**src/sv/hcb_pkg.sv**
```systemverilog
// ============================================================================
// hcb_pkg: shared types and constants for the Huffman code builder
// Default sizes and the controller-to-datapath command and status structs.
// ============================================================================
package hcb_pkg;

    localparam int MAX_SYMBOLS_DEF = 32;
    localparam int FREQ_BITS_DEF   = 16;
    localparam int SYM_W           = 8;
    localparam int IN_FREQ_W       = 16;
    localparam int CODE_W          = 31;
    localparam int LEN_W           = 5;

    // Datapath operation codes issued by the controller
    typedef enum logic [3:0] {
        OP_NONE,
        OP_LOAD,        // store one leaf
        OP_HEAP_INIT,   // heap[i] = i, one entry per cycle
        OP_SIFT_START,  // begin sift-down at given position
        OP_TAKE_MIN,    // pop root, move last entry to root, start sift-down
        OP_SIFT_STEP,   // one sift-down step
        OP_MAKE_NODE,   // create internal node from the two taken minima
        OP_UP_STEP,     // one sift-up step
        OP_WALK_START,  // push root on the walk stack
        OP_WALK_STEP,   // pop one stack entry, expand or emit
        OP_CLEAR        // end of run: reset counters
    } op_t;

    typedef struct packed {
        op_t  op;
        logic take_second;  // OP_TAKE_MIN: result goes to the second slot
    } cmd_t;

    typedef struct packed {
        logic sift_done;    // sift-down or sift-up finished
        logic init_done;    // heap init reached the symbol count
        logic heap_one;     // heap size is at most one
        logic walk_empty;   // walk stack empty
        logic out_busy;     // output register holds an untaken code
        logic heapify_done; // every parent position sifted
    } status_t;

endpackage

```
**src/sv/hcb_controller.sv**
```systemverilog
// ============================================================================
// hcb_controller: sequencer for load, heapify, merge rounds and code walk
// Issues at most one datapath command per cycle and steps on datapath status.
// ============================================================================
module hcb_controller (
    input  logic             clk,
    input  logic             rst_n,
    input  logic             in_valid,
    input  logic             in_last,
    output logic             in_ready,
    input  hcb_pkg::status_t status,
    output hcb_pkg::cmd_t    cmd
);
    typedef enum logic [3:0] {
        S_LOAD, S_INIT, S_HPFY, S_HSIFT, S_TAKE_A, S_SIFT_A, S_TAKE_B,
        S_SIFT_B, S_MAKE, S_UP, S_WSTART, S_WALK, S_CLEAR
    } state_t;

    state_t state_reg, state_next;

    assign in_ready = (state_reg == S_LOAD);

    always_comb
    begin
        state_next       = state_reg;
        cmd.op           = hcb_pkg::OP_NONE;
        cmd.take_second  = 1'b0;
        unique case (state_reg)
            S_LOAD:
            begin
                if (in_valid)
                begin
                    cmd.op = hcb_pkg::OP_LOAD;
                    if (in_last)
                        state_next = S_INIT;
                end
            end
            S_INIT:
            begin
                cmd.op = hcb_pkg::OP_HEAP_INIT;
                if (status.init_done)
                    state_next = S_HPFY;
            end
            S_HPFY:
            begin
                if (status.heapify_done)
                    state_next = status.heap_one ? S_WSTART : S_TAKE_A;
                else
                begin
                    cmd.op     = hcb_pkg::OP_SIFT_START;
                    state_next = S_HSIFT;
                end
            end
            S_HSIFT:
            begin
                if (status.sift_done)
                    state_next = S_HPFY;
                else
                    cmd.op = hcb_pkg::OP_SIFT_STEP;
            end
            S_TAKE_A:
            begin
                cmd.op     = hcb_pkg::OP_TAKE_MIN;
                state_next = S_SIFT_A;
            end
            S_SIFT_A:
            begin
                if (status.sift_done)
                    state_next = S_TAKE_B;
                else
                    cmd.op = hcb_pkg::OP_SIFT_STEP;
            end
            S_TAKE_B:
            begin
                cmd.op          = hcb_pkg::OP_TAKE_MIN;
                cmd.take_second = 1'b1;
                state_next      = S_SIFT_B;
            end
            S_SIFT_B:
            begin
                if (status.sift_done)
                    state_next = S_MAKE;
                else
                    cmd.op = hcb_pkg::OP_SIFT_STEP;
            end
            S_MAKE:
            begin
                cmd.op     = hcb_pkg::OP_MAKE_NODE;
                state_next = S_UP;
            end
            S_UP:
            begin
                if (status.sift_done)
                    state_next = status.heap_one ? S_WSTART : S_TAKE_A;
                else
                    cmd.op = hcb_pkg::OP_UP_STEP;
            end
            S_WSTART:
            begin
                cmd.op     = hcb_pkg::OP_WALK_START;
                state_next = S_WALK;
            end
            S_WALK:
            begin
                // leave only once the final code has been taken
                if (status.walk_empty)
                begin
                    if (!status.out_busy)
                        state_next = S_CLEAR;
                end
                else
                    cmd.op = hcb_pkg::OP_WALK_STEP;
            end
            S_CLEAR:
            begin
                cmd.op     = hcb_pkg::OP_CLEAR;
                state_next = S_LOAD;
            end
            default: state_next = S_LOAD;
        endcase
    end

    // State register
    always_ff @(posedge clk or negedge rst_n)
    begin
        if (!rst_n)
            state_reg <= S_LOAD;
        else
            state_reg <= state_next;
    end

endmodule

```
**config.mk**
```make
export PLATFORM = sky130hd
export DESIGN_NAME = hcb_controller
export DESIGN_NICKNAME = d
export VERILOG_FILES = /design/src/sv/hcb_pkg.sv /design/src/sv/hcb_controller.sv
export SDC_FILE = /design/constraint.sdc
export NUM_CORES = 1
export LEC_CHECK = 0
export BUFFER_PORTS_ARGS = -buffer_cell sky130_fd_sc_hd__buf_2
export CELL_PAD_IN_SITES_DETAIL_PLACEMENT = 1
export CELL_PAD_IN_SITES_GLOBAL_PLACEMENT = 2
export CORE_MARGIN = 2
export CORE_UTILIZATION = 24
export DETAILED_ROUTE_END_ITERATION = 6
export GPL_ROUTABILITY_DRIVEN = 0
export PLACE_DENSITY = 0.78
export SETUP_SLACK_MARGIN = 0.5
export SLEW_MARGIN = 10
export SYNTH_ARGS = -nofsm -noshare
export SYNTH_HDL_FRONTEND = slang
export SYNTH_SLANG_ARGS = --single-unit
```
**constraint.sdc**
```tcl
create_clock -name clk -period 1.45 [get_ports clk]
set_input_delay 0.29 -clock clk [delete_from_list [all_inputs] [get_ports clk]]
set_output_delay 0.29 -clock clk [all_outputs]
set_load 0.01 [all_outputs]
```
==> impl_metrics.toml <==
[final_layout]
design_area_um2 = 981
stdcell_count = 135
layout-drive-gt1-share = 0.685
diodes = 0
fin_nets = 120
layout_commonest_cell = "buf_4"
largest_register_ffs = 4
final_cell_mix = "23 x buf_4, 15 x buf_2, 8 x buf_6"
final_util = 0.495
fillers = 243
area_growth_pct = 93.1

[cts]
path_clk_slew_ns = 0.04
ctsLongestPathBuffers = 2
htreeDepth = 1
cts_root_buf = "clkbuf_4"
cts_made_buffers = 3
insertion_delay_ns = 0.25
cts_tree = "done"
cts.sinks = 4

[placed_design]
place_inst = 121
placed_area_um2 = 782
place_hpwl_mm = 1.45
portBuffers = 15
dp_slack_ns = -0.218

[yosys]
syn_inst = 63
synth_nets = 73
synth_cell_types = 29
synth_top_family_by_area = "compound AO/OA/AOI/OAI gates"
synth_top_cells_by_area = "dfrtp_1 20%, mux2_4 12%, a31oi_1 8.6%"
yosys.area.top_type = "dfrtp_1"
synthAdderAreaFrac = 0
yosys_warnings = 0
synth_mux_area_frac = 0.118
synth.cell_area_um2 = 508
synth_compound_area_frac = 0.325
synth-main-ff-cell = "dfrtp_1"
synth_xor_xnor_area_share = 0
synth-edff-count = 0
synth_simple_gate_area_share = 0.278
synthDominantCellAreaShare = 0.197
async_flop_share = 1.00
yosysSeqAreaShare = 0.197
synth-seq-cells = 4
avgSynthCellArea_um2 = 8.06

[global_routing]
grtUsageTotal = 0.175
antenna_found_initial = 0
grt_pass1_wl_mm = 3.30
overflow = 0
grt_pass1_vias = 706
grt_max_degree = 8

[sta]
finalHoldViolCount = 0
fin_crit_sh = 1.23
slew_headroom = 0.739
slew_viol_final = 0
fin_crit_ns = 1.78
tightest_slew_ns = 0.386
setup_viol = 10
tns_ns = -2.99
fin_ws_ns = -0.333
holdWs_ns = 0.425
fin_skew_ns = 0.00655
rsz0062_at_grt = "yes"
timing.fmax_ghz = 0.561

[setup_path]
cp_slowest_cell = "dfrtp_2"
rr_worst_depth = 6
worstSetupPathType = "flip-flop to output port"
rrSetupSlack_ns = -0.31
cpPeakStageDelay_ns = 0.46
r2r_start = "state_reg[3]$_DFFE_PN0P_"
worstSetupEndpointType = "output port"
worstPathArrival_ns = 1.49
worstPathRequired_ns = 1.16
crit_path_start_kind = "flip-flop"
cp_cell_sequence = "nand2_1 > or3_4 > o221ai_2 > buf_2"
cp_max_fo = 7
r2r-end = "state_reg[3]$_DFFE_PN0P_"

[power_and_ir_drop]
p_sw_frac = 0.443
finalPower_mw = 2.63
p_leak_nw = 0.438
p_per_area_nw_per_um2 = 2680
ir_worst_vdd_v = 0.00113
pwr-share-comb = 0.833
p_clk_frac = 0.058
netSwitchingPower_mw = 1.17
internal-power_mw = 1.46
seqPwrFrac = 0.109

[floorplanning]
fp-row-count = 16
dieArea_um2 = 2500
start_util = 0.256
ios = 16
die_height_um = 50.0
fp.dieW_um = 50.0
core_area_um2 = 1980

[drt]
drcViolationCount = 0
dr_total_vias = 719
wl_mm = 2.39
drt_iter0_drc = 9
vias_per_cell = 5.33
drt-wirelength-per-cell_um = 17.7
ant_nets = 0
drtPass1Iterations = 4

[min_path]
hp-class = "input pin to async pin"

[outcome]
violations = "setup timing"
status = "complete, but fails checks"

[flow_run]
maxCapViolations = 0
-- cells by family (layout without fill, tap and decap cells) --
| logic type | after synthesis | in the layout |
|---|---|---|
| flops | 4 | 4 |
| mux | 4 | 4 |
| simple gates | 24 | 24 |
| compound gates | 22 | 22 |
| buf+inv | 9 | 54 |
-- power groups by stage --
stage | Sequential (mW) | Combinational (mW) | Clock (mW)
2_1_floorplan | 0.239 | 1.11 | 0
3_3_place_gp | 0.267 | 1.66 | 0
3_5_place_dp | 0.270 | 1.69 | 0
4_1_cts | 0.277 | 1.96 | 0.146
5_1_grt | 0.292 | 2.32 | 0.163
6_report | 0.287 | 2.19 | 0.152
-- cell usage after synthesis, types with 2 or more instances --
cell and instances:
nor4_1 3, a21oi_1 2, o221ai_1 2, mux2_4 4, a31oi_1 7, buf_2 3
nor2_1 5, inv_1 4, dfrtp_1 4, nand2b_1 2, nand2_1 5, o21ai_0 5
-- worst max path at each step --
| stage | from | cells after the start | end |
|---|---|---|---|
| detailed placement | state_reg[0]$_DFFE_PN0P_ | 4 | state_reg[0]$_DFFE_PN0P_ |
| finish | state_reg[0]$_DFFE_PN0P_ | 4 | cmd[1] |
| floorplan | state_reg[1]$_DFFE_PN0P_ | 4 | state_reg[0]$_DFFE_PN0P_ |
| global placement | state_reg[0]$_DFFE_PN0P_ | 5 | cmd[1] |
| global route | state_reg[2]$_DFFE_PN0P_ | 6 | cmd[4] |
| CTS | state_reg[3]$_DFFE_PN0P_ | 4 | cmd[3] |
-- critical path, delay by kind of cell (launching register included) --
| kind | cells | cell delay [ns] |
|---|---|---|
| simple gates | 2 | 0.56 |
| flops | 1 | 0.46 |
| buf+inv | 1 | 0.15 |
| compound gates | 1 | 0.07 |
-- metal layers --
layer	vias up	part of all wire	GRT usage
li1	339	-	-
met1	350	0.43	0.206
met2	25	0.52	0.322
met3	5	0.029	0.00303
met4	0	0.016	0.0833
met5	-	0	0
-- area by class of cell --
type | instances | area, µm² | share of cell area
repair buffers | 47 | 348 | 0.355
inverters | 4 | 15.0 | 0.0153
clock buffers | 3 | 22.5 | 0.0230
multi-input cells | 50 | 457 | 0.466
well taps | 27 | 33.8 | 0.0344
flip-flops and latches | 4 | 105 | 0.107
-- timing repair --
action                                  4_1_cts  5_1_grt
resized for setup                            16        9
endpoints found under the setup margin       10       10
hold endpoints to repair                      4        0
hold buffers                                  1        0
setup buffers                                 7        3
pin swaps                                     3        5
Note: power is estimated with default switching activity, not from simulation.
